`src/assert_macros.svh`:
```
// Assertion macros shared by the RTL of the planar velocity slew limiter.
// Depends on nothing; the body is empty when SYNTHESIS is defined.
`ifndef ASSERT_MACROS_SVH
`define ASSERT_MACROS_SVH
`ifndef SYNTHESIS
// Property that must hold at every clock edge outside reset
`define PVSL_ASSERT(lbl, clk, rst_n, prop, msg) \
    lbl: assert property (@(posedge clk) disable iff (!rst_n) prop) else $error(msg);
// Condition that must never be seen at a clock edge outside reset
`define PVSL_ASSERT_NEVER(lbl, clk, rst_n, expr, msg) \
    lbl: assert property (@(posedge clk) disable iff (!rst_n) !(expr)) else $error(msg);
`else
`define PVSL_ASSERT(lbl, clk, rst_n, prop, msg)
`define PVSL_ASSERT_NEVER(lbl, clk, rst_n, expr, msg)
`endif
`endif

```
`src/pvsl_pkg.sv`:
```
// Types, widths and codes for the planar velocity slew limiter.
// No dependencies; the RTL modules use it by scoped names.
`timescale 1ns / 1ps
`default_nettype none

package pvsl_pkg;

    localparam int VEL_WIDTH = 16;
    localparam int STEP_W    = 15;
    localparam logic [STEP_W-1:0] STEP_RESET = 15'd410;

    // magnitude of a velocity difference
    localparam int MAG_W     = VEL_WIDTH + 1;
    // magnitude after scaling down to fit below 2^31
    localparam int SMAG_W    = (MAG_W > 31) ? 31 : MAG_W;
    localparam int SHIFT_MAX = (MAG_W > 31) ? MAG_W - 31 : 0;
    localparam int SHIFT_W   = (SHIFT_MAX > 0) ? $clog2(SHIFT_MAX + 1) : 1;
    localparam int SUM_W     = 2 * SMAG_W + 1;
    localparam int ROOT_W    = SMAG_W + 1;
    localparam int DIST_W    = ROOT_W + SHIFT_MAX;
    localparam int MUL_W     = (MAG_W > STEP_W) ? MAG_W : STEP_W;
    localparam int PROD_W    = 2 * MUL_W;
    localparam int SCL_W     = MAG_W + STEP_W;
    localparam int NUM_W     = SCL_W + 1;

    typedef struct packed {
        logic signed [VEL_WIDTH-1:0] target_vx;
        logic signed [VEL_WIDTH-1:0] target_vy;
        logic signed [VEL_WIDTH-1:0] target_wz;
        logic                        expired;
        logic                        velocity_mode;
    } tick_t;

    typedef struct packed {
        logic signed [VEL_WIDTH-1:0] out_vx;
        logic signed [VEL_WIDTH-1:0] out_vy;
        logic signed [VEL_WIDTH-1:0] out_wz;
        logic                        finished;
    } drive_t;

    typedef enum logic [2:0] {
        MUL_NONE,
        MUL_SQX,
        MUL_SQY,
        MUL_SQM,
        MUL_PRX,
        MUL_PRY
    } mul_op_t;

    typedef enum logic [1:0] {
        RES_ZERO,
        RES_PASS,
        RES_LIMIT
    } res_t;

    typedef enum logic [3:0] {
        ST_IDLE,
        ST_CHECK,
        ST_NORM,
        ST_SQX,
        ST_SQY,
        ST_SQM,
        ST_TEST,
        ST_PRX,
        ST_PRY,
        ST_ROOT,
        ST_DIV,
        ST_EMIT_ZERO,
        ST_EMIT_PASS,
        ST_EMIT_LIMIT
    } state_t;

    typedef struct packed {
        logic    capture;
        logic    shift;
        mul_op_t mul_op;
        logic    sqrt_start;
        logic    div_start;
        logic    load_out;
        res_t    res;
    } dp_cmd_t;

    typedef struct packed {
        logic expired;
        logic vel_mode;
        logic need_shift;
        logic in_reach;
        logic sqrt_done;
        logic div_done;
        logic out_free;
    } dp_stat_t;

endpackage

`default_nettype wire

```
`src/pvsl_isqrt.sv`:
```
// Iterative integer square root, one result bit per cycle.
// Depends on pvsl_pkg for the radicand and root widths.
`timescale 1ns / 1ps
`default_nettype none

module pvsl_isqrt
(
    input  logic                       clk,
    input  logic                       rst_n,
    input  logic                       start,
    input  logic [pvsl_pkg::SUM_W-1:0] radicand,
    output logic                       busy,
    output logic [pvsl_pkg::ROOT_W-1:0] root
);

    localparam int ISW = 2 * ((pvsl_pkg::SUM_W + 1) / 2);

    logic [ISW-1:0] n_reg, n_next;
    logic [ISW-1:0] root_reg, root_next;
    logic [ISW-1:0] mark_reg, mark_next;
    logic [ISW:0]   trial;

    assign trial = {1'b0, root_reg} + {1'b0, mark_reg};
    assign busy  = (mark_reg != '0);
    assign root  = root_reg[pvsl_pkg::ROOT_W-1:0];

    always_comb
    begin
        n_next    = n_reg;
        root_next = root_reg;
        mark_next = mark_reg;
        if (start)
        begin
            n_next    = ISW'(radicand);
            root_next = '0;
            mark_next = ISW'(1) << (ISW - 2);
        end
        else if (busy)
        begin
            if ({1'b0, n_reg} >= trial)
            begin
                n_next    = n_reg - trial[ISW-1:0];
                root_next = (root_reg >> 1) + mark_reg;
            end
            else
            begin
                root_next = root_reg >> 1;
            end
            mark_next = mark_reg >> 2;
        end
    end

    always_ff @(posedge clk or negedge rst_n)
    begin
        if (!rst_n)
        begin
            mark_reg <= '0;
            root_reg <= '0;
        end
        else
        begin
            mark_reg <= mark_next;
            root_reg <= root_next;
        end
    end

    always_ff @(posedge clk)
    begin
        n_reg <= n_next;
    end

endmodule

`default_nettype wire

```
`src/pvsl_div.sv`:
```
// Restoring unsigned divider, one quotient bit per cycle.
// Depends on pvsl_pkg for the numerator and divisor widths.
`timescale 1ns / 1ps
`default_nettype none

module pvsl_div
(
    input  logic                        clk,
    input  logic                        rst_n,
    input  logic                        start,
    input  logic [pvsl_pkg::NUM_W-1:0]  num,
    input  logic [pvsl_pkg::DIST_W-1:0] den,
    output logic                        busy,
    output logic [pvsl_pkg::NUM_W-1:0]  quo
);

    localparam int NW    = pvsl_pkg::NUM_W;
    localparam int DW    = pvsl_pkg::DIST_W;
    localparam int CNT_W = $clog2(NW + 1);

    logic [CNT_W-1:0] cnt_reg, cnt_next;
    logic [DW-1:0]    rem_reg, rem_next;
    logic [DW-1:0]    den_reg, den_next;
    logic [NW-1:0]    quo_reg, quo_next;
    logic [DW:0]      trial;
    logic             qbit;

    assign trial = {rem_reg, quo_reg[NW-1]};
    assign qbit  = (trial >= {1'b0, den_reg});
    assign busy  = (cnt_reg != '0);
    assign quo   = quo_reg;

    always_comb
    begin
        cnt_next = cnt_reg;
        rem_next = rem_reg;
        den_next = den_reg;
        quo_next = quo_reg;
        if (start)
        begin
            cnt_next = CNT_W'(NW);
            rem_next = '0;
            den_next = den;
            quo_next = num;
        end
        else if (busy)
        begin
            // remainder stays below the divisor, so it fits DW bits
            if (qbit)
                rem_next = DW'(trial - {1'b0, den_reg});
            else
                rem_next = trial[DW-1:0];
            quo_next = {quo_reg[NW-2:0], qbit};
            cnt_next = cnt_reg - 1'b1;
        end
    end

    always_ff @(posedge clk or negedge rst_n)
    begin
        if (!rst_n)
            cnt_reg <= '0;
        else
            cnt_reg <= cnt_next;
    end

    always_ff @(posedge clk)
    begin
        rem_reg <= rem_next;
        den_reg <= den_next;
        quo_reg <= quo_next;
    end

endmodule

`default_nettype wire

```
`src/pvsl_dp.sv`:
```
// Datapath: stored command, step limit, shared multiplier, root and divider lanes,
// output register. Depends on pvsl_pkg, pvsl_isqrt and pvsl_div.
`timescale 1ns / 1ps
`default_nettype none

module pvsl_dp
(
    input  logic                          clk,
    input  logic                          rst_n,
    input  pvsl_pkg::tick_t               tick,
    input  logic                          cfg_valid,
    input  logic [pvsl_pkg::STEP_W-1:0]   cfg_data,
    input  pvsl_pkg::dp_cmd_t             dcmd,
    output pvsl_pkg::dp_stat_t            stat,
    output logic                          drive_valid,
    input  logic                          drive_ready,
    output pvsl_pkg::drive_t              drive
);

    localparam int VW    = pvsl_pkg::VEL_WIDTH;
    localparam int MW    = pvsl_pkg::MAG_W;
    localparam int SW    = pvsl_pkg::STEP_W;
    localparam int UW    = pvsl_pkg::MUL_W;
    localparam int SUMW  = pvsl_pkg::SUM_W;
    localparam int DW    = pvsl_pkg::DIST_W;
    localparam int NW    = pvsl_pkg::NUM_W;
    localparam int CMP_W = (SUMW > 2 * SW) ? SUMW : 2 * SW;
    localparam int FW    = NW + 2;

    localparam logic signed [FW-1:0] SAT_HI = {{(FW - VW + 1){1'b0}}, {(VW - 1){1'b1}}};
    localparam logic signed [FW-1:0] SAT_LO = {{(FW - VW + 1){1'b1}}, {(VW - 1){1'b0}}};

    function automatic logic signed [VW-1:0] sat_vel(input logic signed [FW-1:0] v);
        logic signed [VW-1:0] r;
        if (v > SAT_HI)
            r = SAT_HI[VW-1:0];
        else if (v < SAT_LO)
            r = SAT_LO[VW-1:0];
        else
            r = v[VW-1:0];
        return r;
    endfunction

    logic [SW-1:0]          ms_reg;
    logic signed [VW-1:0]   last_vx_reg, last_vy_reg, last_wz_reg;
    logic signed [VW-1:0]   tx_reg, ty_reg, tw_reg;
    logic                   exp_reg, vm_reg;
    logic [MW-1:0]          ax_reg, ay_reg, sx_reg, sy_reg;
    logic                   negx_reg, negy_reg;
    logic [pvsl_pkg::SHIFT_W-1:0] sh_reg;
    logic [SUMW-1:0]        sq_reg;
    logic [2*SW-1:0]        msq_reg;
    logic [pvsl_pkg::SCL_W-1:0] prx_reg, pry_reg;
    logic                   drive_valid_reg;
    pvsl_pkg::drive_t       drive_reg, drive_next;

    logic signed [MW-1:0]   dx, dy;
    logic [MW-1:0]          ax_c, ay_c;
    logic [UW-1:0]          mul_a, mul_b;
    logic [pvsl_pkg::PROD_W-1:0] mul_p;
    logic                   sqrt_busy, divx_busy, divy_busy;
    logic [pvsl_pkg::ROOT_W-1:0] root;
    logic [DW-1:0]          dist_sh, dist_nz;
    logic [NW-1:0]          num_x, num_y, quo_x, quo_y;
    logic signed [FW-1:0]   qx, qy, fx, fy;

    // difference from the last command, taken as the item is captured
    assign dx   = MW'(tick.target_vx) - MW'(last_vx_reg);
    assign dy   = MW'(tick.target_vy) - MW'(last_vy_reg);
    assign ax_c = dx[MW-1] ? (~dx + 1'b1) : dx;
    assign ay_c = dy[MW-1] ? (~dy + 1'b1) : dy;

    always_comb
    begin
        case (dcmd.mul_op)
            pvsl_pkg::MUL_SQX:
            begin
                mul_a = UW'(sx_reg);
                mul_b = UW'(sx_reg);
            end
            pvsl_pkg::MUL_SQY:
            begin
                mul_a = UW'(sy_reg);
                mul_b = UW'(sy_reg);
            end
            pvsl_pkg::MUL_SQM:
            begin
                mul_a = UW'(ms_reg);
                mul_b = UW'(ms_reg);
            end
            pvsl_pkg::MUL_PRX:
            begin
                mul_a = UW'(ax_reg);
                mul_b = UW'(ms_reg);
            end
            pvsl_pkg::MUL_PRY:
            begin
                mul_a = UW'(ay_reg);
                mul_b = UW'(ms_reg);
            end
            default:
            begin
                mul_a = '0;
                mul_b = '0;
            end
        endcase
    end

    assign mul_p = mul_a * mul_b;

    // root back to full scale; never divide by zero
    assign dist_sh = DW'(root) << sh_reg;
    assign dist_nz = (dist_sh == '0) ? DW'(1) : dist_sh;
    assign num_x   = NW'(prx_reg) + NW'(dist_nz >> 1);
    assign num_y   = NW'(pry_reg) + NW'(dist_nz >> 1);

    pvsl_isqrt u_isqrt
    (
        .clk      (clk),
        .rst_n    (rst_n),
        .start    (dcmd.sqrt_start),
        .radicand (sq_reg),
        .busy     (sqrt_busy),
        .root     (root)
    );

    pvsl_div u_div_x
    (
        .clk   (clk),
        .rst_n (rst_n),
        .start (dcmd.div_start),
        .num   (num_x),
        .den   (dist_nz),
        .busy  (divx_busy),
        .quo   (quo_x)
    );

    pvsl_div u_div_y
    (
        .clk   (clk),
        .rst_n (rst_n),
        .start (dcmd.div_start),
        .num   (num_y),
        .den   (dist_nz),
        .busy  (divy_busy),
        .quo   (quo_y)
    );

    assign qx = $signed({2'b00, quo_x});
    assign qy = $signed({2'b00, quo_y});
    assign fx = FW'(last_vx_reg) + (negx_reg ? -qx : qx);
    assign fy = FW'(last_vy_reg) + (negy_reg ? -qy : qy);

    always_comb
    begin
        case (dcmd.res)
            pvsl_pkg::RES_PASS:
            begin
                drive_next.out_vx   = tx_reg;
                drive_next.out_vy   = ty_reg;
                drive_next.out_wz   = tw_reg;
                drive_next.finished = 1'b0;
            end
            pvsl_pkg::RES_LIMIT:
            begin
                drive_next.out_vx   = sat_vel(fx);
                drive_next.out_vy   = sat_vel(fy);
                drive_next.out_wz   = tw_reg;
                drive_next.finished = 1'b0;
            end
            default:
            begin
                drive_next.out_vx   = '0;
                drive_next.out_vy   = '0;
                drive_next.out_wz   = '0;
                drive_next.finished = 1'b1;
            end
        endcase
    end

    always_comb
    begin
        stat.expired    = exp_reg;
        stat.vel_mode   = vm_reg;
        stat.need_shift = ((sx_reg >> 31) != '0) || ((sy_reg >> 31) != '0);
        stat.in_reach   = (UW'(ax_reg) <= UW'(ms_reg)) && (UW'(ay_reg) <= UW'(ms_reg))
                          && (CMP_W'(sq_reg) <= CMP_W'(msq_reg));
        stat.sqrt_done  = !sqrt_busy;
        stat.div_done   = !divx_busy && !divy_busy;
        stat.out_free   = !drive_valid_reg || drive_ready;
    end

    // control and stored command state
    always_ff @(posedge clk or negedge rst_n)
    begin
        if (!rst_n)
        begin
            ms_reg          <= pvsl_pkg::STEP_RESET;
            last_vx_reg     <= '0;
            last_vy_reg     <= '0;
            last_wz_reg     <= '0;
            drive_valid_reg <= 1'b0;
        end
        else
        begin
            if (cfg_valid)
                ms_reg <= cfg_data;
            if (dcmd.load_out)
            begin
                last_vx_reg     <= drive_next.out_vx;
                last_vy_reg     <= drive_next.out_vy;
                last_wz_reg     <= drive_next.out_wz;
                drive_valid_reg <= 1'b1;
            end
            else if (drive_ready)
            begin
                drive_valid_reg <= 1'b0;
            end
        end
    end

    // working registers of the item in flight
    always_ff @(posedge clk)
    begin
        if (dcmd.capture)
        begin
            tx_reg   <= tick.target_vx;
            ty_reg   <= tick.target_vy;
            tw_reg   <= tick.target_wz;
            exp_reg  <= tick.expired;
            vm_reg   <= tick.velocity_mode;
            ax_reg   <= ax_c;
            ay_reg   <= ay_c;
            sx_reg   <= ax_c;
            sy_reg   <= ay_c;
            negx_reg <= dx[MW-1];
            negy_reg <= dy[MW-1];
            sh_reg   <= '0;
        end
        else if (dcmd.shift)
        begin
            sx_reg <= sx_reg >> 1;
            sy_reg <= sy_reg >> 1;
            sh_reg <= sh_reg + 1'b1;
        end
        case (dcmd.mul_op)
            pvsl_pkg::MUL_SQX: sq_reg  <= SUMW'(mul_p);
            pvsl_pkg::MUL_SQY: sq_reg  <= sq_reg + SUMW'(mul_p);
            pvsl_pkg::MUL_SQM: msq_reg <= mul_p[2*SW-1:0];
            pvsl_pkg::MUL_PRX: prx_reg <= mul_p[pvsl_pkg::SCL_W-1:0];
            pvsl_pkg::MUL_PRY: pry_reg <= mul_p[pvsl_pkg::SCL_W-1:0];
            default:
            begin
                sq_reg <= sq_reg;
            end
        endcase
        if (dcmd.load_out)
            drive_reg <= drive_next;
    end

    assign drive_valid = drive_valid_reg;
    assign drive       = drive_reg;

endmodule

`default_nettype wire

```
`src/pvsl_ctrl.sv`:
```
// Controller state machine: sequences capture, square sums, products, root, division and output load.
// Depends on pvsl_pkg for the state, command and status types.
`timescale 1ns / 1ps
`default_nettype none

module pvsl_ctrl
(
    input  logic               clk,
    input  logic               rst_n,
    input  logic               tick_valid,
    output logic               tick_ready,
    output pvsl_pkg::dp_cmd_t  dcmd,
    input  pvsl_pkg::dp_stat_t stat
);

    pvsl_pkg::state_t state_reg, state_next;

    always_ff @(posedge clk or negedge rst_n)
    begin
        if (!rst_n)
            state_reg <= pvsl_pkg::ST_IDLE;
        else
            state_reg <= state_next;
    end

    always_comb
    begin
        state_next = state_reg;
        dcmd       = '0;
        tick_ready = 1'b0;
        case (state_reg)
            pvsl_pkg::ST_IDLE:
            begin
                tick_ready   = 1'b1;
                dcmd.capture = tick_valid;
                if (tick_valid)
                    state_next = pvsl_pkg::ST_CHECK;
            end
            pvsl_pkg::ST_CHECK:
            begin
                // expiry wins over the mode; other modes drop the transaction
                if (stat.expired)
                    state_next = pvsl_pkg::ST_EMIT_ZERO;
                else if (stat.vel_mode)
                    state_next = pvsl_pkg::ST_NORM;
                else
                    state_next = pvsl_pkg::ST_IDLE;
            end
            pvsl_pkg::ST_NORM:
            begin
                if (stat.need_shift)
                    dcmd.shift = 1'b1;
                else
                    state_next = pvsl_pkg::ST_SQX;
            end
            pvsl_pkg::ST_SQX:
            begin
                dcmd.mul_op = pvsl_pkg::MUL_SQX;
                state_next  = pvsl_pkg::ST_SQY;
            end
            pvsl_pkg::ST_SQY:
            begin
                dcmd.mul_op = pvsl_pkg::MUL_SQY;
                state_next  = pvsl_pkg::ST_SQM;
            end
            pvsl_pkg::ST_SQM:
            begin
                dcmd.mul_op = pvsl_pkg::MUL_SQM;
                state_next  = pvsl_pkg::ST_TEST;
            end
            pvsl_pkg::ST_TEST:
            begin
                if (stat.in_reach)
                begin
                    state_next = pvsl_pkg::ST_EMIT_PASS;
                end
                else
                begin
                    dcmd.sqrt_start = 1'b1;
                    state_next      = pvsl_pkg::ST_PRX;
                end
            end
            pvsl_pkg::ST_PRX:
            begin
                // the multiplier is free while the root runs
                dcmd.mul_op = pvsl_pkg::MUL_PRX;
                state_next  = pvsl_pkg::ST_PRY;
            end
            pvsl_pkg::ST_PRY:
            begin
                dcmd.mul_op = pvsl_pkg::MUL_PRY;
                state_next  = pvsl_pkg::ST_ROOT;
            end
            pvsl_pkg::ST_ROOT:
            begin
                if (stat.sqrt_done)
                begin
                    dcmd.div_start = 1'b1;
                    state_next     = pvsl_pkg::ST_DIV;
                end
            end
            pvsl_pkg::ST_DIV:
            begin
                if (stat.div_done)
                    state_next = pvsl_pkg::ST_EMIT_LIMIT;
            end
            pvsl_pkg::ST_EMIT_ZERO:
            begin
                dcmd.res = pvsl_pkg::RES_ZERO;
                if (stat.out_free)
                begin
                    dcmd.load_out = 1'b1;
                    state_next    = pvsl_pkg::ST_IDLE;
                end
            end
            pvsl_pkg::ST_EMIT_PASS:
            begin
                dcmd.res = pvsl_pkg::RES_PASS;
                if (stat.out_free)
                begin
                    dcmd.load_out = 1'b1;
                    state_next    = pvsl_pkg::ST_IDLE;
                end
            end
            pvsl_pkg::ST_EMIT_LIMIT:
            begin
                dcmd.res = pvsl_pkg::RES_LIMIT;
                if (stat.out_free)
                begin
                    dcmd.load_out = 1'b1;
                    state_next    = pvsl_pkg::ST_IDLE;
                end
            end
            default:
            begin
                state_next = pvsl_pkg::ST_IDLE;
            end
        endcase
    end

endmodule

`default_nettype wire

```
`src/planar_velocity_slew_limiter.sv`:
```
// Top level of the planar velocity slew limiter: controller plus datapath.
// Depends on pvsl_pkg, pvsl_ctrl, pvsl_dp and assert_macros.svh.
//
//   channel  | signals                       | payload
//   ---------+-------------------------------+---------------------------
//   tick     | tick_valid / tick_ready       | pvsl_pkg::tick_t
//   drive    | drive_valid / drive_ready     | pvsl_pkg::drive_t
//   cfg      | cfg_valid / cfg_ready (high)  | max_step, 15 bits
//
// One transaction at a time. Expiry and a pass-through step skip the root and
// the divider; a limited step runs the bit-serial square root and then the two
// divider lanes side by side, after the right shifts that very wide differences
// need. The drive output register lets the next tick be taken while a result
// waits; a new result stalls until that register is free.
// Reset clears the stored command to zero and max_step to 410.
`timescale 1ns / 1ps
`default_nettype none
`include "assert_macros.svh"

module planar_velocity_slew_limiter
(
    input  logic                        clk,
    input  logic                        rst_n,
    input  logic                        tick_valid,
    output logic                        tick_ready,
    input  pvsl_pkg::tick_t             tick,
    output logic                        drive_valid,
    input  logic                        drive_ready,
    output pvsl_pkg::drive_t            drive,
    input  logic                        cfg_valid,
    output logic                        cfg_ready,
    input  logic [pvsl_pkg::STEP_W-1:0] cfg_data
);

    pvsl_pkg::dp_cmd_t  dcmd;
    pvsl_pkg::dp_stat_t stat;

    assign cfg_ready = 1'b1;

    pvsl_ctrl u_ctrl
    (
        .clk        (clk),
        .rst_n      (rst_n),
        .tick_valid (tick_valid),
        .tick_ready (tick_ready),
        .dcmd       (dcmd),
        .stat       (stat)
    );

    pvsl_dp u_dp
    (
        .clk         (clk),
        .rst_n       (rst_n),
        .tick        (tick),
        .cfg_valid   (cfg_valid),
        .cfg_data    (cfg_data),
        .dcmd        (dcmd),
        .stat        (stat),
        .drive_valid (drive_valid),
        .drive_ready (drive_ready),
        .drive       (drive)
    );

    `PVSL_ASSERT(a_finish_is_zero, clk, rst_n, drive_valid && drive.finished |-> drive.out_vx == '0 && drive.out_vy == '0 && drive.out_wz == '0, "finished command is not zero")
    `PVSL_ASSERT_NEVER(a_no_overwrite, clk, rst_n, dcmd.load_out && drive_valid && !drive_ready, "result overwrites a waiting transaction")
    `PVSL_ASSERT_NEVER(a_units_idle, clk, rst_n, tick_ready && !(stat.sqrt_done && stat.div_done), "tick taken while root or divider busy")
    `PVSL_ASSERT_NEVER(a_div_after_root, clk, rst_n, dcmd.div_start && !stat.sqrt_done, "division started before the root is ready")

endmodule

`default_nettype wire
```
`config.mk`:
```
export PLATFORM = sky130hd
export DESIGN_NAME = planar_velocity_slew_limiter
export DESIGN_NICKNAME = d
export VERILOG_FILES = /design/src/pvsl_pkg.sv /design/src/pvsl_isqrt.sv /design/src/pvsl_div.sv /design/src/pvsl_dp.sv /design/src/pvsl_ctrl.sv /design/src/planar_velocity_slew_limiter.sv
export VERILOG_INCLUDE_DIRS = /design/src /design/src/src
export SDC_FILE = /design/constraint.sdc
export NUM_CORES = 2
export LEC_CHECK = 0
export BUFFER_PORTS_ARGS = -buffer_cell sky130_fd_sc_hd__buf_2
export CAP_MARGIN = 20
export CORE_ASPECT_RATIO = 1.25
export CORE_MARGIN = 3
export CORE_UTILIZATION = 45
export CTS_CLUSTER_DIAMETER = 200
export DETAILED_ROUTE_END_ITERATION = 12
export PLACE_DENSITY_LB_ADDON = 0.2
export SLEW_MARGIN = 20
export SYNTH_ARGS = -nofsm -noshare
export SYNTH_HDL_FRONTEND = slang
export SYNTH_SLANG_ARGS = --single-unit
export TNS_END_PERCENT = 5
```
`constraint.sdc`:
```
create_clock -name clk -period 18.2 [get_ports clk]
set_input_delay 1.82 -clock clk [delete_from_list [all_inputs] [get_ports clk]]
set_output_delay 1.82 -clock clk [all_outputs]
set_load 0.02 [all_outputs]
```
-- Word-level counts from Yosys, hierarchy flattened
Index checks and enable logic that the tools add are counted.
- $add $sub $neg: 18
- $mul: 1
- $lt $le $gt $ge: 10
- bitwise logic cells: 2
- reduce and logical (&&, ||, !) cells: 23
- equal/unequal tests: 24
- muxes and demuxes: 52
- operator list (kind ; number):
    two-way mux 36 bit ; 5
    two-way mux 35 bit ; 5
    two-way mux 33 bit ; 4
    one-hot mux 49 bit (2 select lines) ; 1
    one-hot mux 17 bit (5 select lines) ; 1
    adder 16 x 35 -> 35 bit ; 2
    > comparator 35 x 16 -> 1 bit (second input constant) ; 2
    < comparator 35 x 16 -> 1 bit (second input constant) ; 2
    negation 33 -> 35 bit ; 2
    one-hot mux 35 bit (2 select lines) ; 1
    two-way mux 17 bit ; 4
    adder 32 x 17 -> 33 bit ; 2
    two-way mux 16 bit ; 4
    two-way mux 18 bit ; 3
    one-hot mux 17 bit (3 select lines) ; 1
    one-hot mux 4 bit (12 select lines) ; 1
    >= comparator 19 x 18 -> 1 bit ; 2
    adder 36 x 36 -> 37 bit ; 1
    >= comparator 36 x 37 -> 1 bit ; 1
    adder 35 x 36 -> 36 bit ; 1
    nonzero test 36 bit ; 1
    subtractor 18 bit ; 2
    subtractor 36 bit ; 1
    adder 35 x 34 -> 35 bit ; 1
    other kinds (34) ; 80
- word-level logic and storage cells: 166
- input port bits: 70
- register bits after elaboration: 590

-- Logic depth before layout (Yosys ltp)
- word-level depth: 8
- depth in mapped cells: 42

-- Cells and area by module
From an unflattened synthesis, not the netlist that was laid out.
- cell total of the unflattened synthesis: 5522
- area, all modules: 51500.6 um^2
- modules (own cells, without submodules) (module ; area an instance (um^2) ; sequential area each (um^2) ; instances ; cells an instance):
    pvsl_dp ; 35128.7 ; 10176.0 ; 1 ; 3809
    pvsl_isqrt ; 8018.9 ; 2422.3 ; 1 ; 942
    pvsl_div ; 3920.0 ; 2042.0 ; 2 ; 349
    pvsl_ctrl ; 501.7 ; 100.1 ; 1 ; 71
    planar_velocity_slew_limiter ; 11.3 ; 0.0 ; 1 ; 2

-- Least setup slack after synthesis
Ideal clock, no wire load.
- path kind: flip-flop to flip-flop
- start: reg u_ctrl.state_reg[3]
- end: reg u_dp.sq_reg[34] (data pin)
- period minus slack after synthesis: 11.687 ns
- setup slack: 6.513 ns
- data arrival time: 11.421 ns
- library setup time: 0.266 ns
- buffers on the path: 4
- required time: 17.934 ns
- cell stages (with the launch flop): 40
- cells stage by stage: dfrtp_1 -> clkbuf_1 -> nand2_1 -> nor3_1 -> or2_2 -> clkbuf_1 -> buf_1 -> nand2_1 -> nand2_1 -> clkbuf_1 -> nand2_1 -> fa_1 -> fa_1 -> fa_1 -> fa_1 -> inv_1 -> fa_1 -> inv_1 -> [... 4 more ...] -> o21ai_0 -> nor2b_1 -> a21boi_0 -> o31a_1 -> o41ai_1 -> o21bai_1 -> a211oi_1 -> nor2_1 -> ha_1 -> nor2b_1 -> a221oi_1 -> nor2b_1 -> a31oi_1 -> a211oi_1 -> or3_1 -> a31oi_1 -> xor2_1 -> nor2_1
- cells in the longest elaborated chain, start to end: 8
- elaborated cells between the ends (all ways): 17
- those cells by class: add/sub: 1; mul: 1; eq/ne: 10; mux: 4; reduce/logical: 1
- RTL lines (element ; RTL line ; source):
    start, declared ; pvsl_ctrl.sv:16 ; pvsl_pkg::state_t state_reg, state_next;
    start signal, assigned ; pvsl_ctrl.sv:21 ; state_reg <= pvsl_pkg::ST_IDLE;
    start signal, assigned ; pvsl_ctrl.sv:23 ; state_reg <= state_next;
    == test 4 bit (tied with other cells) ; pvsl_ctrl.sv:31 ; case (state_reg)
    one-hot mux 3 bit (5 select lines) * ; pvsl_ctrl.sv:31 ;
    == test 3 x 2 -> 1 bit / == test 3 bit (equally long branches) ; pvsl_dp.sv:75 ; case (dcmd.mul_op)
    OR reduction 3 bit (no source line) ; -- ;
    one-hot mux 17 bit (3 select lines) ; pvsl_dp.sv:75 ;
    multiplier 17 x 17 -> 34 bit * ; pvsl_dp.sv:109 ; assign mul_p = mul_a * mul_b;
    named net u_dp.mul_p, one bit ; pvsl_dp.sv:60 ; logic [pvsl_pkg::PROD_W-1:0] mul_p;
    adder 35 x 34 -> 35 bit * ; pvsl_dp.sv:248 ; pvsl_pkg::MUL_SQY: sq_reg <= sq_reg + SUMW'(mul_p);
    one-hot mux 35 bit (2 select lines) * ; pvsl_dp.sv:246 ; case (dcmd.mul_op)
    end signal, assigned ; pvsl_dp.sv:247 ; pvsl_pkg::MUL_SQX: sq_reg <= SUMW'(mul_p);
    end signal, assigned ; pvsl_dp.sv:248 ;
    end signal, assigned ; pvsl_dp.sv:254 ; sq_reg <= sq_reg;
    end, declared ; pvsl_dp.sv:51 ; logic [SUMW-1:0] sq_reg;
Mark *: on every way through the listed nets, which the timed path passes. The rest lies on a longest branch.
A chain may end at the register's enable or synchronous reset.

-- Worst setup path in the final report
Ends and elaborated chain as after synthesis.

==> qor.txt <==
status = finished, final reports clean
Antenna Violating Nets Remaining = 0
Syn Std Cell Area = 48000 sq um
required time of the critical path = 18.57 ns
final setup violation count = 0
Leak Pwr = 22.7 nW
Die Ht = 371 um
DR WL met3 = 5.85 mm
Wirelength per Cell = 19.9 um
Final Wtd Congestion = 0.930
Num Clock Sinks = 538
worst reg-to-reg path cell count = 33
core area = 106000 sq um
Pre-antenna DRT Iters = 6
GRT overflow = 0
vias per inst = 5.70
CP most frequent cell = fa_1
met1 wire length = 56.3 mm
Hold-fix buffers, CTS = 0
Remaining DRCs = 0
Die Area = 111000 sq um
Worst Skew = 0.0379 ns
switching share of total power = 0.495
cell row count = 133
Clk Latency, worst-skew pair = 0.63 ns
initial DRC count = 2687
final core utilization = 0.494
Reg clk slew, reported paths = 0.06 ns
Worst Hold Margin = 0.484 ns
Tcrit/Tclk final = 0.596
max_cap viols = 0
Syn Nets = 6060
share of the synthesized area in the top cell type = 0.240
Max clock buf depth = 3
Fmax achieved = 92.3 MHz
number of I/O pins = 122
Yosys top cell by area = edfxtp_1
max incr delay on CP = 0.58 ns
worst setup path endpoint = u_dp.sq_reg[34]$_SDFFCE_PP0P_
detailed-placement wirelength estimate = 105 mm
CTS tree = built
critical path startpoint = u_ctrl.state_reg[3]$_DFFE_PN0P_
Pins Over Slew Limit = 0
Slowest cell on crit path = dfrtp_1
Largest register FFs = 49
H-tree levels = 2
initial antenna violation count = 4
worst vdd ir = 0.111 mV
final layout net count = 6101
vias in the first global route = 38600
sequential share of power = 0.223
P&R area growth vs syn = 8.66%
# port buffers = 120
Pwr Density = 204 nW/um^2
routed wire length on met2 = 66.8 mm
CP Capture Type = flip-flop
routed via count = 38800
worst hold path class = reg -> reg
Reg-to-Reg End = u_dp.sq_reg[34]$_SDFFCE_PP0P_
cells after synthesis = 5299
startpoint types = flip-flop
Synth Flop Type = edfxtp_1
Mean Syn Cell Area = 9.05 sq um
normalized max-slew margin = 0.273
hold path cells = 2
initial core utilization = 0.455
EDFF count, synth = 383
sequential share of the synthesized area = 0.317
top routing layer in use = met4
worst reg2reg setup slack = 7.36 ns
final hold violations = 0
Slew @ Worst Pin = 1.09 ns
# resized after CTS = 0
routed wire length = 136 mm
RSZ-0062 raised after global routing = no
total track usage = 0.244
Seq cells post-synth = 538
Setup Total Neg Slack = 0 ns
worst flop-to-flop path startpoint = u_ctrl.state_reg[3]$_DFFE_PN0P_
top post-synthesis cells by area = edfxtp_1, ha_1, fa_1
TritonCTS buffer count = 57
Int Power = 5.37 mW
P_sw = 5.28 mW
first-pass GRT wire length = 213 mm
Worst Path Max Fanout = 35
largest net degree at the start of global routing = 70
WS Path Type = reg -> reg
post-route minimum period = 10.84 ns
Worst Path Arrival = 11.20 ns
share of layout cells above drive strength 1 = 0.0692
Logic pwr share = 0.659
Clock power frac = 0.118
Cell variety after synth = 92
YS warnings = 0
post-CTS setup buffers = 0
ys async rst share = 0.219
Die X-Extent = 298 um
Ant. Diodes = 0
clk root buf = clkbuf_16
critical path: cells and delay by family (launching register included):
kind,cells,cell delay (ns)
buffers and inverters,4,0.64
AND/OR/NAND/NOR,8,2.04
flip-flops,1,0.58
adder cells (fa/ha/maj),8,3.83
AO/OA/AOI/OAI,11,2.79
XOR/XNOR,2,0.70
synth_stat cells, types with 39 or more instances:
master    number
a211oi_1      41
a21o_1       115
a21oi_1      295
a31oi_1       56
and2_1        70
and3_1        41
clkbuf_1     184
dfrtp_1      113
edfxtp_1     383
fa_1         234
ha_1         457
inv_1        503
nand2_1      674
nand2b_1      46
nand3_1       88
nand4_1       48
nor2_1       392
nor2b_1       66
nor3_1        93
o211ai_1      44
o21ai_0      323
o21bai_1      39
o31ai_1       47
xnor2_1      249
xor2_1       144
through the flow:
stage                     total power, mW  cells  cell area (sq um)  worst slack, ns
after detailed placement             9.33   6697              50100             7.54
after global routing                 11.6   6805              52100             6.71
after global placement               9.27   6697              50100             7.62
after CTS                            10.6   6804              52100             7.52
after floorplan                      7.42   5299              48000             6.51
final                                10.7   6805              52100             7.36
layer usage:
layer / vias up / global-route usage
li1: 18700 / -
met1: 18800 / 0.301
met2: 1016 / 0.433
met3: 293 / 0.0207
met4: 0 / 0.110
met5: - / 0
cells by family after synthesis:
| group | count (synthesis) | share of synthesized area |
|---|---|---|
| buffers and inverters | 707 | 0.0561 |
| and+or+nand+nor | 1690 | 0.163 |
| AOI/OAI and AO/OA | 1236 | 0.166 |
| xor gates and xnor gates | 395 | 0.0724 |
| adders and majority gates | 691 | 0.217 |
| other | 1 | 0.0000782 |
| DFF | 538 | 0.317 |
| muxes | 41 | 0.00889 |
layout by cell type, fill, tap and decap left out, types with 29 or more instances in the layout:
cell type    n
clkbuf_16   58
nand2_1    674
a31oi_1     56
o221ai_1    29
or3_1       36
edfxtp_1   383
buf_4       60
dfrtp_1    113
a211oi_1    41
dfxtp_1     37
a21o_1     115
nor3_1      88
a21oi_1    295
inv_1      503
and3_1      41
o21bai_1    39
a22oi_1     34
fa_1       234
nor2b_1     66
o31ai_1     47
nand3_1     87
ha_1       457
o211ai_1    44
xnor2_1    249
nand2b_1    46
nor2_1     390
nand4_1     48
xor2_1     143
o21ai_0    323
and2_1      69
buf_2      119
power by group through the flow:
stage,sequential [mW],clock [mW],combinational [mW]
after floorplan,2.24,0,5.18
after global placement,2.40,0,6.88
after detailed placement,2.40,0,6.93
after CTS,2.38,1.28,6.99
after global routing,2.42,1.32,7.85
final,2.38,1.25,7.02
layout make-up:
cell class | count | area [sq um]
Clock buffer | 66 | 1500
Clock inverter | 41 | 498
Fill cell | 10000 | 53400
Inverter | 508 | 1910
Multi-Input combinational cell | 4054 | 30200
Sequential cell | 538 | 15200
Tap cell | 1417 | 1770
Timing Repair Buffer | 181 | 1070
worst min-delay path by stage:
stage	start	slack [ns]	endpoint
after floorplan	u_dp.u_div_y.rem_reg[17]$_SDFFE_PP0P_	0.44	u_dp.u_div_y.rem_reg[17]$_SDFFE_PP0P_
after global placement	u_dp.u_div_y.rem_reg[17]$_SDFFE_PP0P_	0.47	u_dp.u_div_y.rem_reg[17]$_SDFFE_PP0P_
after detailed placement	u_dp.u_div_y.rem_reg[17]$_SDFFE_PP0P_	0.47	u_dp.u_div_y.rem_reg[17]$_SDFFE_PP0P_
after CTS	u_dp.u_div_y.rem_reg[17]$_SDFFE_PP0P_	0.48	u_dp.u_div_y.rem_reg[17]$_SDFFE_PP0P_
after global routing	u_dp.u_div_y.rem_reg[10]$_SDFFE_PP0P_	0.51	u_dp.u_div_y.rem_reg[10]$_SDFFE_PP0P_
final	u_dp.u_div_y.rem_reg[17]$_SDFFE_PP0P_	0.48	u_dp.u_div_y.rem_reg[17]$_SDFFE_PP0P_
Note: power is estimated with default switching activity, not from simulation.
